**config.mk**
```make
export PLATFORM = sky130hd
export DESIGN_NAME = framed_packet_receiver_core
export DESIGN_NICKNAME = d
export VERILOG_FILES = /design/src/sv/fprc_pkg.sv /design/src/sv/fprc_store.sv /design/src/sv/fprc_parser.sv /design/src/sv/fprc_drain.sv /design/src/sv/framed_packet_receiver_core.sv
export VERILOG_INCLUDE_DIRS = /design/src /design/src/sv
export SDC_FILE = /design/constraint.sdc
export NUM_CORES = 1
export LEC_CHECK = 0
export ABC_AREA = 1
export BUFFER_PORTS_ARGS = -buffer_cell sky130_fd_sc_hd__clkbuf_2
export CAP_MARGIN = 20
export CELL_PAD_IN_SITES_DETAIL_PLACEMENT = 0
export CELL_PAD_IN_SITES_GLOBAL_PLACEMENT = 1
export CORE_MARGIN = 5
export CORE_UTILIZATION = 40
export CTS_BUF_LIST = sky130_fd_sc_hd__clkbuf_2
export CTS_CLUSTER_DIAMETER = 150
export CTS_CLUSTER_SIZE = 12
export DETAILED_ROUTE_END_ITERATION = 8
export GPL_ROUTABILITY_DRIVEN = 0
export GPL_TIMING_DRIVEN = 0
export PLACE_DENSITY_LB_ADDON = 0.1
export SETUP_SLACK_MARGIN = 0.4
export SYNTH_ARGS = -nofsm -noshare
export SYNTH_HDL_FRONTEND = slang
export SYNTH_SLANG_ARGS = --single-unit
export TNS_END_PERCENT = 50
```
**constraint.sdc**
```tcl
create_clock -name clock -period 6 [get_ports clock]
set_clock_uncertainty 0.1 [all_clocks]
set_input_delay 0.3 -clock clock [delete_from_list [all_inputs] [get_ports clock]]
set_output_delay 0.3 -clock clock [all_outputs]
set_load 0.1 [all_outputs]
```
**src/sv/framed_packet_receiver_core_macros.svh**
```systemverilog
// Assertion helpers shared by the receiver core.
`ifndef FRAMED_PACKET_RECEIVER_CORE_MACROS_SVH
`define FRAMED_PACKET_RECEIVER_CORE_MACROS_SVH

// Same-cycle implication, held off during reset.
`define FPRC_ASSERT_NOW(label, clk, rst, ante, cons, msg) \
   label: assert property (@(posedge clk) disable iff (rst) (ante) |-> (cons)) \
      else $error(msg);

// Next-cycle implication, held off during reset.
`define FPRC_ASSERT_NEXT(label, clk, rst, ante, cons, msg) \
   label: assert property (@(posedge clk) disable iff (rst) (ante) |=> (cons)) \
      else $error(msg);

`endif

```
**src/sv/fprc_pkg.sv**
```systemverilog
`default_nettype none

package fprc_pkg;

   localparam int LEN_W = 7;

   localparam logic [1:0] KIND_FRAME    = 2'd0;
   localparam logic [1:0] KIND_ERROR    = 2'd1;
   localparam logic [1:0] KIND_OVERFLOW = 2'd2;

   localparam logic REQ_BYTE = 1'b0;
   localparam logic REQ_TICK = 1'b1;

   localparam logic [7:0] CHAR_U     = 8'h55;
   localparam logic [7:0] CHAR_N     = 8'h4e;
   localparam logic [7:0] CHAR_E     = 8'h45;
   localparam logic [7:0] CHAR_R     = 8'h52;
   localparam logic [7:0] CHAR_COLON = 8'h3a;
   localparam logic [7:0] CSUM_SEED  = CHAR_U ^ CHAR_N ^ CHAR_E ^ CHAR_R ^ CHAR_COLON;

   localparam logic [7:0] TIMEOUT_RESET = 8'd6;

   // Frame completion handed from the parser to the readout.
   typedef struct packed {
      logic             valid;
      logic [1:0]       kind;
      logic [LEN_W-1:0] len;
      logic [7:0]       value;
      logic [7:0]       rchk;
   } fprc_event_type;

endpackage

`default_nettype wire

```
**src/sv/fprc_store.sv**
```systemverilog
`default_nettype none

module fprc_store #(
   parameter int STORE_DEPTH = 64,
   parameter int AW = 6
) (
   input  wire logic          clock,
   input  wire logic          we,
   input  wire logic [AW-1:0] waddr,
   input  wire logic [7:0]    wdata,
   input  wire logic          re,
   input  wire logic [AW-1:0] raddr,
   output logic [7:0]         rdata
);

   logic [7:0] mem [STORE_DEPTH];

   always_ff @(posedge clock) begin
      if (we) begin
         mem[waddr] <= wdata;
      end
   end

   // Read data holds until the next read.
   always_ff @(posedge clock) begin
      if (re) begin
         rdata <= mem[raddr];
      end
   end

endmodule

`default_nettype wire

```
**src/sv/fprc_parser.sv**
```systemverilog
`default_nettype none

module fprc_parser #(
   parameter int STORE_DEPTH = 64,
   parameter int AW = 6
) (
   input  wire logic                    clock,
   input  wire logic                    reset,
   input  wire logic                    take,
   input  wire logic                    req_type,
   input  wire logic [7:0]              rx_byte,
   input  wire logic                    csr_we,
   input  wire logic [7:0]              csr_wdata,
   output logic                         st_we,
   output logic [AW-1:0]                st_waddr,
   output logic [7:0]                   st_wdata,
   output fprc_pkg::fprc_event_type     ev
);
   import fprc_pkg::*;

   localparam logic [2:0] ST_HUNT    = 3'd0;
   localparam logic [2:0] ST_H1      = 3'd1;
   localparam logic [2:0] ST_H2      = 3'd2;
   localparam logic [2:0] ST_H3      = 3'd3;
   localparam logic [2:0] ST_LEN     = 3'd4;
   localparam logic [2:0] ST_TOKEN   = 3'd5;
   localparam logic [2:0] ST_PAYLOAD = 3'd6;

   logic [2:0]       state_ff, state_in;
   logic [7:0]       remain_ff, remain_in;
   logic [7:0]       csum_ff, csum_in;
   logic [AW-1:0]    wpos_ff, wpos_in;
   logic [7:0]       idle_cnt_ff, idle_cnt_in;
   logic             ovf_ff, ovf_in;
   logic [7:0]       reload_ff, reload_in;
   logic [LEN_W-1:0] len_ff, len_in;
   logic [2:0]       hunt_state;

   assign hunt_state = (rx_byte == CHAR_U) ? ST_H1 : ST_HUNT;
   assign reload_in  = csr_we ? csr_wdata : reload_ff;

   always_comb begin
      state_in    = state_ff;
      remain_in   = remain_ff;
      csum_in     = csum_ff;
      wpos_in     = wpos_ff;
      idle_cnt_in = idle_cnt_ff;
      ovf_in      = ovf_ff;
      len_in      = len_ff;
      st_we       = 1'b0;
      st_waddr    = wpos_ff;
      st_wdata    = rx_byte;
      ev          = '0;
      if (take) begin
         if (req_type == REQ_TICK) begin
            if (idle_cnt_ff != 8'd0) begin
               idle_cnt_in = idle_cnt_ff - 8'd1;
               // abort the frame when the count runs out
               if (idle_cnt_ff == 8'd1) begin
                  state_in = ST_HUNT;
               end
            end
         end else begin
            idle_cnt_in = reload_ff;
            case (state_ff)
               ST_H1: begin
                  state_in = (rx_byte == CHAR_N) ? ST_H2 : hunt_state;
               end
               ST_H2: begin
                  state_in = (rx_byte == CHAR_E) ? ST_H3 : hunt_state;
               end
               ST_H3: begin
                  state_in = (rx_byte == CHAR_R) ? ST_LEN : hunt_state;
               end
               ST_LEN: begin
                  if (rx_byte == 8'd0) begin
                     state_in = ST_HUNT;
                  end else begin
                     remain_in = rx_byte;
                     state_in  = ST_TOKEN;
                  end
               end
               ST_TOKEN: begin
                  if (rx_byte == CHAR_COLON) begin
                     csum_in  = CSUM_SEED ^ remain_ff;
                     ovf_in   = (remain_ff > 8'(STORE_DEPTH));
                     len_in   = remain_ff[LEN_W-1:0];
                     st_we    = 1'b1;
                     st_waddr = '0;
                     st_wdata = remain_ff;
                     wpos_in  = AW'(1);
                     state_in = ST_PAYLOAD;
                  end else begin
                     state_in = hunt_state;
                  end
               end
               ST_PAYLOAD: begin
                  remain_in = remain_ff - 8'd1;
                  if (remain_ff > 8'd1) begin
                     // without overflow every position stays below the depth
                     if (!ovf_ff) begin
                        st_we   = 1'b1;
                        wpos_in = wpos_ff + AW'(1);
                     end
                     csum_in = csum_ff ^ rx_byte;
                  end else begin
                     state_in = ST_HUNT;
                     ev.valid = 1'b1;
                     ev.len   = len_ff;
                     ev.value = csum_ff;
                     ev.rchk  = rx_byte;
                     if (ovf_ff) begin
                        ev.kind = KIND_OVERFLOW;
                     end else if (csum_ff == rx_byte) begin
                        ev.kind = KIND_FRAME;
                     end else begin
                        ev.kind = KIND_ERROR;
                     end
                  end
               end
               default: begin
                  state_in = hunt_state;
               end
            endcase
         end
      end
   end

   always_ff @(posedge clock) begin
      if (reset) begin
         state_ff    <= ST_HUNT;
         remain_ff   <= '0;
         csum_ff     <= '0;
         wpos_ff     <= '0;
         idle_cnt_ff <= '0;
         ovf_ff      <= 1'b0;
         reload_ff   <= TIMEOUT_RESET;
      end else begin
         state_ff    <= state_in;
         remain_ff   <= remain_in;
         csum_ff     <= csum_in;
         wpos_ff     <= wpos_in;
         idle_cnt_ff <= idle_cnt_in;
         ovf_ff      <= ovf_in;
         reload_ff   <= reload_in;
      end
   end

   always_ff @(posedge clock) begin
      len_ff <= len_in;
   end

endmodule

`default_nettype wire

```
**src/sv/fprc_drain.sv**
```systemverilog
`default_nettype none

module fprc_drain #(
   parameter int AW = 6
) (
   input  wire logic                    clock,
   input  wire logic                    reset,
   input  wire fprc_pkg::fprc_event_type ev,
   output logic                         busy,
   output logic                         st_re,
   output logic [AW-1:0]                st_raddr,
   input  wire logic [7:0]              st_rdata,
   output logic                         out_valid,
   input  wire logic                    out_ready,
   output logic [1:0]                   out_kind,
   output logic [5:0]                   out_index,
   output logic [7:0]                   out_value,
   output logic [7:0]                   out_rchk,
   output logic                         out_last
);
   import fprc_pkg::*;

   fprc_event_type   ev_ff, ev_in;
   logic [LEN_W-1:0] cnt_ff, cnt_in;
   logic [5:0]       rd_idx_ff, rd_idx_in;
   logic             pend_ff, pend_in;
   logic [5:0]       pend_idx_ff, pend_idx_in;
   logic             pend_last_ff, pend_last_in;
   logic             valid_ff, valid_in;
   logic [1:0]       kind_ff, kind_in;
   logic [5:0]       idx_ff, idx_in;
   logic [7:0]       val_ff, val_in;
   logic [7:0]       rchk_ff, rchk_in;
   logic             last_ff, last_in;
   logic             out_free, load_pend, issue, load_single;

   assign out_free    = !valid_ff || out_ready;
   assign load_pend   = pend_ff && out_free;
   assign issue       = (cnt_ff != '0) && (!pend_ff || load_pend);
   assign load_single = ev_ff.valid && (ev_ff.kind != KIND_FRAME) && out_free;
   assign busy        = ev_ff.valid || (cnt_ff != '0) || pend_ff;
   assign st_re       = issue;
   assign st_raddr    = rd_idx_ff[AW-1:0];

   always_comb begin
      ev_in        = ev_ff;
      cnt_in       = cnt_ff;
      rd_idx_in    = rd_idx_ff;
      pend_in      = pend_ff;
      pend_idx_in  = pend_idx_ff;
      pend_last_in = pend_last_ff;
      valid_in     = valid_ff;
      kind_in      = kind_ff;
      idx_in       = idx_ff;
      val_in       = val_ff;
      rchk_in      = rchk_ff;
      last_in      = last_ff;

      if (ev.valid) begin
         ev_in = ev;
      end else if (ev_ff.valid && ev_ff.kind == KIND_FRAME) begin
         // start the readout from the length entry
         ev_in.valid = 1'b0;
         cnt_in      = ev_ff.len;
         rd_idx_in   = '0;
      end else if (load_single) begin
         ev_in.valid = 1'b0;
      end

      if (issue) begin
         cnt_in       = cnt_ff - LEN_W'(1);
         rd_idx_in    = rd_idx_ff + 6'd1;
         pend_in      = 1'b1;
         pend_idx_in  = rd_idx_ff;
         pend_last_in = (cnt_ff == LEN_W'(1));
      end else if (load_pend) begin
         pend_in = 1'b0;
      end

      if (load_pend) begin
         valid_in = 1'b1;
         kind_in  = KIND_FRAME;
         idx_in   = pend_idx_ff;
         val_in   = st_rdata;
         rchk_in  = 8'd0;
         last_in  = pend_last_ff;
      end else if (load_single) begin
         valid_in = 1'b1;
         kind_in  = ev_ff.kind;
         idx_in   = 6'd0;
         val_in   = ev_ff.value;
         rchk_in  = ev_ff.rchk;
         last_in  = 1'b1;
      end else if (out_ready) begin
         valid_in = 1'b0;
      end
   end

   always_ff @(posedge clock) begin
      if (reset) begin
         ev_ff.valid <= 1'b0;
         cnt_ff      <= '0;
         pend_ff     <= 1'b0;
         valid_ff    <= 1'b0;
      end else begin
         ev_ff.valid <= ev_in.valid;
         cnt_ff      <= cnt_in;
         pend_ff     <= pend_in;
         valid_ff    <= valid_in;
      end
      ev_ff.kind   <= ev_in.kind;
      ev_ff.len    <= ev_in.len;
      ev_ff.value  <= ev_in.value;
      ev_ff.rchk   <= ev_in.rchk;
      rd_idx_ff    <= rd_idx_in;
      pend_idx_ff  <= pend_idx_in;
      pend_last_ff <= pend_last_in;
      kind_ff      <= kind_in;
      idx_ff       <= idx_in;
      val_ff       <= val_in;
      rchk_ff      <= rchk_in;
      last_ff      <= last_in;
   end

   assign out_valid = valid_ff;
   assign out_kind  = kind_ff;
   assign out_index = idx_ff;
   assign out_value = val_ff;
   assign out_rchk  = rchk_ff;
   assign out_last  = last_ff;

endmodule

`default_nettype wire

```
**src/sv/framed_packet_receiver_core.sv**
```systemverilog
// Channel   Dir  tdata                                  tuser     tlast
// req       in   rx_byte[7:0]                           req_type  -
// rsp       out  index[5:0] value[13:6] rchk[21:14]     kind      last
// csr       in   timeout_reload (write only)            -         -
//
// Header, length, token and payload bytes and ticks are taken one per cycle.
// A good frame of length L is read out of the frame store at one item per
// cycle; req_tready stays low until the last read has left the store port.
// An error or overflow frame gives a single item. Synchronous reset returns the
// parser to the header hunt; the store is not cleared. rsp_tready low holds
// the output register and the readout.
`default_nettype none
`include "framed_packet_receiver_core_macros.svh"

module framed_packet_receiver_core #(
   parameter int STORE_DEPTH = 64
) (
   input  wire logic        clock,
   input  wire logic        reset,
   input  wire logic        req_tvalid,
   output logic             req_tready,
   input  wire logic [7:0]  req_tdata,   // rx_byte[7:0]
   input  wire logic        req_tuser,   // req_type
   output logic             rsp_tvalid,
   input  wire logic        rsp_tready,
   output logic [23:0]      rsp_tdata,   // index[5:0], value[13:6], received_checksum[21:14]
   output logic [1:0]       rsp_tuser,   // kind[1:0]
   output logic             rsp_tlast,
   input  wire logic        csr_we,
   input  wire logic [7:0]  csr_wdata
);
   import fprc_pkg::*;

   localparam int AW = $clog2(STORE_DEPTH);

   fprc_event_type ev;
   logic           take, drain_busy;
   logic           st_we, st_re;
   logic [AW-1:0]  st_waddr, st_raddr;
   logic [7:0]     st_wdata, st_rdata;
   logic [5:0]     out_index;
   logic [7:0]     out_value, out_rchk;

   // hold input off while the store is being read out or an item waits
   assign req_tready = !drain_busy;
   assign take       = req_tvalid && req_tready;

   fprc_parser #(.STORE_DEPTH(STORE_DEPTH), .AW(AW)) u_parser (
      .clock     (clock),
      .reset     (reset),
      .take      (take),
      .req_type  (req_tuser),
      .rx_byte   (req_tdata),
      .csr_we    (csr_we),
      .csr_wdata (csr_wdata),
      .st_we     (st_we),
      .st_waddr  (st_waddr),
      .st_wdata  (st_wdata),
      .ev        (ev)
   );

   fprc_store #(.STORE_DEPTH(STORE_DEPTH), .AW(AW)) u_store (
      .clock (clock),
      .we    (st_we),
      .waddr (st_waddr),
      .wdata (st_wdata),
      .re    (st_re),
      .raddr (st_raddr),
      .rdata (st_rdata)
   );

   fprc_drain #(.AW(AW)) u_drain (
      .clock     (clock),
      .reset     (reset),
      .ev        (ev),
      .busy      (drain_busy),
      .st_re     (st_re),
      .st_raddr  (st_raddr),
      .st_rdata  (st_rdata),
      .out_valid (rsp_tvalid),
      .out_ready (rsp_tready),
      .out_kind  (rsp_tuser),
      .out_index (out_index),
      .out_value (out_value),
      .out_rchk  (out_rchk),
      .out_last  (rsp_tlast)
   );

   assign rsp_tdata = {2'b00, out_rchk, out_value, out_index};

   `FPRC_ASSERT_NOW(a_no_write_in_readout, clock, reset, st_we, !drain_busy, "store written during readout")
   `FPRC_ASSERT_NOW(a_write_from_item, clock, reset, st_we, take && req_tuser == REQ_BYTE, "store write without a byte")
   `FPRC_ASSERT_NOW(a_single_item, clock, reset, rsp_tvalid && rsp_tuser != KIND_FRAME, rsp_tlast && out_index == 6'd0, "bad error item")

endmodule

`default_nettype wire

```
==> results of run 1 <==
-- stage by stage --
stage	TNS, ns	power, W	setup WS [ns]
6_report	0	0.0119	2.04
5_1_grt	0	0.0125	1.94
4_1_cts	0	0.0120	2.14
3_5_place_dp	0	0.0101	2.47
3_3_place_gp	-1185.51	0.0100	-4.31
2_1_floorplan	0	0.00800	1.36
-- timing repair --
item,CTS,global route
buffers inserted,0,0
hold buffers,72,0
hold endpoints to repair,558,0
-- kinds of logic (layout without fill, tap and decap cells) --
group | Yosys count | after routing | share of synthesized area
adders and majority gates | 10 | 10 | 0.00461
DFF | 642 | 642 | 0.687
xor gates and xnor gates | 20 | 20 | 0.00645
buffers and inverters | 266 | 489 | 0.0400
and+or+nand+nor | 1097 | 1097 | 0.167
AOI/OAI and AO/OA | 468 | 468 | 0.0939
other | 1 | 5 | 0.000138
muxes | 2 | 2 | 0.000783
-- final timing paths --
kind                    startpoint                     to  slack [ns]  cells after the start
max                   req_tdata[0]      u_store.mem[8][0]        2.04                     13
min                      req_tuser   u_parser.state_ff[0]        0.14                      7
max reg2reg      u_drain.cnt_ff[0]  u_parser.remain_ff[1]        2.09                     12
min reg2reg  u_parser.remain_ff[2]     u_parser.len_ff[2]        0.38                      0
-- power breakdown --
group	leakage [nW]	switching (W)	internal (W)
logic	4.37	0.00373	0.00116
registers	5.72	0.000101	0.00508
clock network	0.377	0.00143	0.000444
-- critical path, cell delays in order --
cell and delay [ns]:
dlygate4sd3_1 0.53, dlygate4sd3_1 0.56, clkbuf_2 0.17, dlygate4sd3_1 0.64, inv_2 0.18, nand2_1 0.12, nor2_1 0.18, nand3_2 0.25
nor2_8 0.35, nor2_2 0.14, inv_2 0.09, nand3_2 0.18, nor2_1 0.90
-- cell usage in the layout, fill, tap and decap left out, types with 8 or more instances in the layout --
master and n:
nand3_1 125, clkbuf_1 74, or2_2 13, buf_12 9
edfxtp_1 580, ha_1 10, inv_1 124, o21ai_0 288
xor2_1 9, a31oi_1 12, nor3_1 12, a21oi_1 86
clkbuf_2 129, xnor2_1 11, nor2_4 8, buf_2 43
nand4_1 8, buf_1 9, nor2_1 558, dfxtp_1 62
dlygate4sd3_1 72, o211ai_1 65, nand2_1 350
-- metal layers --
layer / share of wire / global-route usage / routed length [um] / up-vias
met3: 0.067 / 0.0343 / 5950 / 163
met1: 0.42 / 0.329 / 37800 / 9687
li1: - / - / - / 9047
met5: 0.00015 / 0 / 13 / -
met2: 0.47 / 0.391 / 41800 / 763
met4: 0.042 / 0.0863 / 3760 / 2
-- cell type report --
cell class                      instances  area share
Sequential cell                       642       0.619
Multi-Input combinational cell       1599       0.248
Tap cell                              873      0.0362
Clock buffer                           83      0.0138
Antenna cell                            3    0.000249
Inverter                              135      0.0172
Timing Repair Buffer                  137      0.0444
Buffer                                131      0.0188
Clock inverter                          3     0.00228
-- state kept, by name, indices dropped and copies added, names as in the netlist, 3 cells and up --
| signal | cells |
|---|---|
| u_store.rdata | 8 |
| u_drain.out_value | 8 |
| u_parser.reload_ff | 8 |
| u_parser.len_ff | 7 |
| u_parser.idle_cnt_ff | 8 |
| u_parser.wpos_ff | 6 |
| u_drain.out_index | 6 |
| u_store.mem | 512 |
| u_parser.csum_ff | 8 |
| u_parser.remain_ff | 8 |
| u_drain.ev_ff | 26 |
| u_drain.out_rchk | 8 |
| u_drain.st_raddr | 6 |
| u_drain.cnt_ff | 7 |
| u_drain.pend_idx_ff | 6 |
| u_parser.state_ff | 3 |
==> flow_metrics.tcl, run 1 <==
set metrics [dict create \
    viasPerCell 5.45 \
    grt_pass1_vias 19100 \
    routed_wl_mm 89.4 \
    async_flop_share 0 \
    min_period_ns 3.96 \
    maxSlewHeadroom 0.203 \
    final_nets 2737 \
    postLayoutCoreUtil 0.448 \
    antenna_left 0 \
    grt.total_usage 0.239 \
    synth.cell_area_sq_um 27200 \
    ys.flop_type "edfxtp_1" \
    place_inst 3445 \
    tightest_slew_ns 1.19 \
    synth_most_common_cell "edfxtp_1" \
    final_cell_area_sq_um 30200 \
    drive_gt1_frac 0.0934 \
    ys_ff_latch 642 \
    timing_max_transition_violations_final 0 \
    cp.required_ns 6.66 \
    synthTopCellsByCount "580 x edfxtp_1, 562 x nor2_1, 350 x nand2_1" \
    finalSetupViolations 0 \
    avgSynthCellArea_sq_um 10.8 \
    cts_max_level 2 \
    yosysWarnings 0 \
    dr.first_iter.drc_count 1891 \
    ios 51 \
    drc 0 \
    vdd_drop_max_v 0.000206 \
    synth_edf_count 580 \
    synth_cells 2506 \
    antenna_found_initial 2 \
    rows 95 \
    die_x_um 271 \
    rsz0062_at_grt "no" \
    timing.final.hold_violations 0 \
    port-buffer-count 46 \
    finalCritPeriodShare 0.660 \
    stdcell_count 3606 \
    numCtsBuffers 59 \
    seq_area_sq_um 18700 \
    floorplan.initialDensity 0.404 \
    cts_max_path_buffers 3 \
    p_leak_nw 10.5 \
    fillers 6429 \
    die_height_um 271 \
    crit_path_start_kind "input pin" \
    cts_tree "built" \
    place_area_sq_um 28900 \
    die-area_sq_um 73200 \
    yosysTopAreaCellShare 0.641 \
    clk_latency_ns 1.22 \
    critical_path_class "input pin to flop" \
    post_cts_resized 0 \
    cts.clk_slew.worst_paths_ns 0.24 \
    maxCapViolations 0 \
    clock.fmax_mhz 253 \
    syn_to_final_growth_pct 11.0 \
    multi_input_area_sq_um 7490 \
    cp.arrival_ns 4.62 \
    outcome "completed" \
    routed-via-count 19700 \
    synthTopCellsByArea "edfxtp_1 64%, nor2_1 7.8%, o21ai_0 5.4%, nand2_1 4.8%, dfxtp_1 4.6%" \
    grt.overflow.total 0 \
    ys_seq_area_frac 0.687 \
    grt_pass1_wl_mm 130 \
    dr.pass1.iters 5 \
    crit_path_max_fanout 13 \
    synth_top_area_cell "edfxtp_1" \
    grt_max_degree 37 \
    wire_per_inst_um 24.8 \
    power.density_nw_per_um2 396 \
    min_path_type "input pin to flop" \
    hpwlAfterDp_mm 63.8 \
    ys_types 45 \
    fin_hold_ws_ns 0.136 \
    root_buffer "clkbuf_2" \
    end_kind "flop" \
    coreArea_sq_um 67300 \
    clkSinkCount 642 \
]
Note: power is estimated with default switching activity, not from simulation.
==> inputs of run 2 (changes only) <==
ABC_AREA = 0   (was 1)
clock period = 3.9 ns   (was 6 ns; I/O delays follow)
==> flow_metrics.tcl, run 2 <==
set metrics [dict create \
    timing.final.hold_violations 0 \
    ys_types 89 \
    rr_startpoint "u_drain.cnt_ff[0]" \
    min_period_ns 3.46 \
    dr.first_iter.drc_count 1487 \
    synth.cell_area_sq_um 26400 \
    stdcell_count 2747 \
    coreArea_sq_um 65600 \
    fillers 5785 \
    grt_max_degree 57 \
    grt.total_usage 0.213 \
    numCtsBuffers 59 \
    final_cell_mix "580 x edfxtp_1, 128 x clkbuf_2, 99 x mux4_2, 93 x mux2i_1, 82 x nor2_1" \
    power.density_nw_per_um2 539 \
    min_from "req_tdata[6]" \
    final_nets 1889 \
    ys_seq_area_frac 0.707 \
    routed_wl_mm 76.6 \
    avgSynthCellArea_sq_um 16.5 \
    finalCritPeriodShare 0.887 \
    async_flop_share 0 \
    end_kind "flop" \
    cts_max_level 2 \
    synthTopCellsByCount "580 x edfxtp_1, 144 x nor2_1, 99 x mux4_2" \
    cp.required_ns 4.58 \
    largestRegisters "u_store.mem x512, u_drain.ev_ff x26" \
    min_path_type "input pin to flop" \
    routed-via-count 15600 \
    clock.fmax_mhz 289 \
    setup_tns_ns 0 \
    cts_max_path_buffers 3 \
    synthTopCellsByArea "edfxtp_1 66%, mux4_2 8.5%, dfxtp_1 4.7%, mux2i_1 3.6%, nor2_1 2.0%" \
    regMostFlops "u_store.mem" \
    min_path_cells 7 \
    grt_pass1_vias 15500 \
    port-buffer-count 44 \
    r2r_cells 8 \
    vdd_drop_max_v 0.000230 \
    place_inst 2518 \
    maxSlewHeadroom 0.242 \
    cp.arrival_ns 4.14 \
    critical_path_class "flop to flop" \
    outcome "completed" \
    p_leak_nw 9.95 \
    yosysTopAreaCellShare 0.660 \
    rows 94 \
    syn_to_final_growth_pct 16.3 \
    tightest_slew_ns 1.13 \
    reg2reg_to "u_store.mem[51][4]" \
    antenna_found_initial 6 \
    wire_per_inst_um 27.9 \
    grt_pass1_wl_mm 110 \
    clk_latency_ns 1.19 \
    grt.overflow.total 0 \
    die_height_um 267 \
    timing_max_transition_violations_final 0 \
    crit_path_start_kind "flop" \
    final_common_cell "edfxtp_1" \
    die_x_um 267 \
    drc 0 \
    maxCapViolations 0 \
    ys.flop_type "edfxtp_1" \
    die-area_sq_um 71200 \
    cts.clk_slew.worst_paths_ns 0.25 \
    viasPerCell 5.67 \
    synth_edf_count 580 \
    multi_input_area_sq_um 7760 \
    cts_tree "built" \
    cp-startpoint "u_drain.cnt_ff[0]" \
    ios 51 \
    synth_most_common_cell "edfxtp_1" \
    drive_gt1_frac 0.266 \
    dr.pass1.iters 5 \
    hpwlAfterDp_mm 50.6 \
    rsz0062_at_grt "yes" \
    ys_ff_latch 642 \
    min_to "u_parser.ovf_ff" \
    rrSetupSlack_ns 0.44 \
    clkSinkCount 642 \
    yosysWarnings 0 \
    largest_register_ffs 512 \
    synth_top_area_cell "edfxtp_1" \
    antenna_left 0 \
    synth_cells 1597 \
    floorplan.initialDensity 0.402 \
    seq_area_sq_um 18700 \
    finalSetupViolations 0 \
    root_buffer "clkbuf_2" \
    crit_path_max_fanout 12 \
]
## run 2: cell types whose count changed after synthesis, sizes merged, moves of 20 or more
cell and delta:
a2111oi +20, inv -104, and3 +20, o22ai +26, mux2i +93, nand2 -274, o21ai -253, clkbuf -34
nand3 -110, nor2 -425, a21oi -41, mux4 +99, o211ai -59
## run 2: power breakdown
| group | internal [W] | switching [W] | leakage [nW] |
|---|---|---|---|
| Sequential | 0.00781 | 0.000137 | 5.71 |
| Clock | 0.000610 | 0.00215 | 0.359 |
| Combinational | 0.00207 | 0.00375 | 3.88 |
| Total | 0.0105 | 0.00603 | 9.95 |
## run 2: cell families (layout without fill, tap and decap cells)
logic type / Yosys count / in the layout / share of synthesized area
DFF: 642 / 642 / 0.707
and+or+nand+nor: 395 / 395 / 0.0811
AOI/OAI and AO/OA: 212 / 214 / 0.0554
muxes: 211 / 211 / 0.128
buffers and inverters: 120 / 400 / 0.0213
adders and majority gates: 10 / 10 / 0.00474
xor gates and xnor gates: 6 / 6 / 0.00199
other: 1 / 5 / 0.000142
## run 2: per-stage QoR
step	util	setup slack (ns)	area (sq um)	total power, W	hold slack (ns)
3_5_place_dp	0.425	-0.224	27900	0.0138	0.330
6_report	0.467	0.441	30700	0.0165	0.193
3_3_place_gp	0.422	-2.94	27700	0.0137	0.315
5_1_grt	0.467	0.235	30700	0.0173	0.0997
4_1_cts	0.461	0.0736	30300	0.0166	0.00512
2_1_floorplan	-	-0.0741	26400	0.0116	0.223
## run 2: area by class of cell
type / count / area share
repair inverters: 1 / 0.000245
well taps: 864 / 0.0352
diodes: 3 / 0.000245
clock inverters: 3 / 0.00155
plain buffers: 95 / 0.0161
multi-input cells: 838 / 0.253
flip-flops and latches: 642 / 0.609
clock buffers: 81 / 0.0132
inverters: 25 / 0.00343
repair buffers: 195 / 0.0682
## run 2: worst max-delay path by stage
stage | end | slack [ns]
after floorplan | u_store.mem[0][1] | -0.07
after global placement | u_store.mem[20][1] | -2.94
after detailed placement | u_store.mem[55][7] | -0.22
after CTS | u_store.rdata[2] | 0.07
after global routing | u_store.mem[51][4] | 0.23
final | u_store.mem[51][4] | 0.44
## run 2: critical path, stage by stage, from the launching register on
cell,delay (ns)
dfxtp_1,0.51
inv_1,0.10
ha_1,0.26
nor3b_4,0.21
and4_4,0.24
buf_2,0.21
nand2_2,0.38
nand4b_1,0.42
nor2_2,0.61
## run 2: repair_timing
action	in CTS	in global routing
pin swaps	36	6
hold buffers	72	0
gates cloned	2	1
gates resized for setup	114	58
setup buffers	51	14
hold endpoints to repair	738	0
setup endpoints to repair	898	546
## run 2: metal layers
layer	wire, um	GRT usage	part of all wire	up-vias
met3	5700	0.0550	0.074	127
li1	-	-	-	6824
met2	35400	0.326	0.46	491
met4	2250	0.0622	0.029	2
met5	13	0	0.00017	-
met1	33300	0.304	0.43	8121
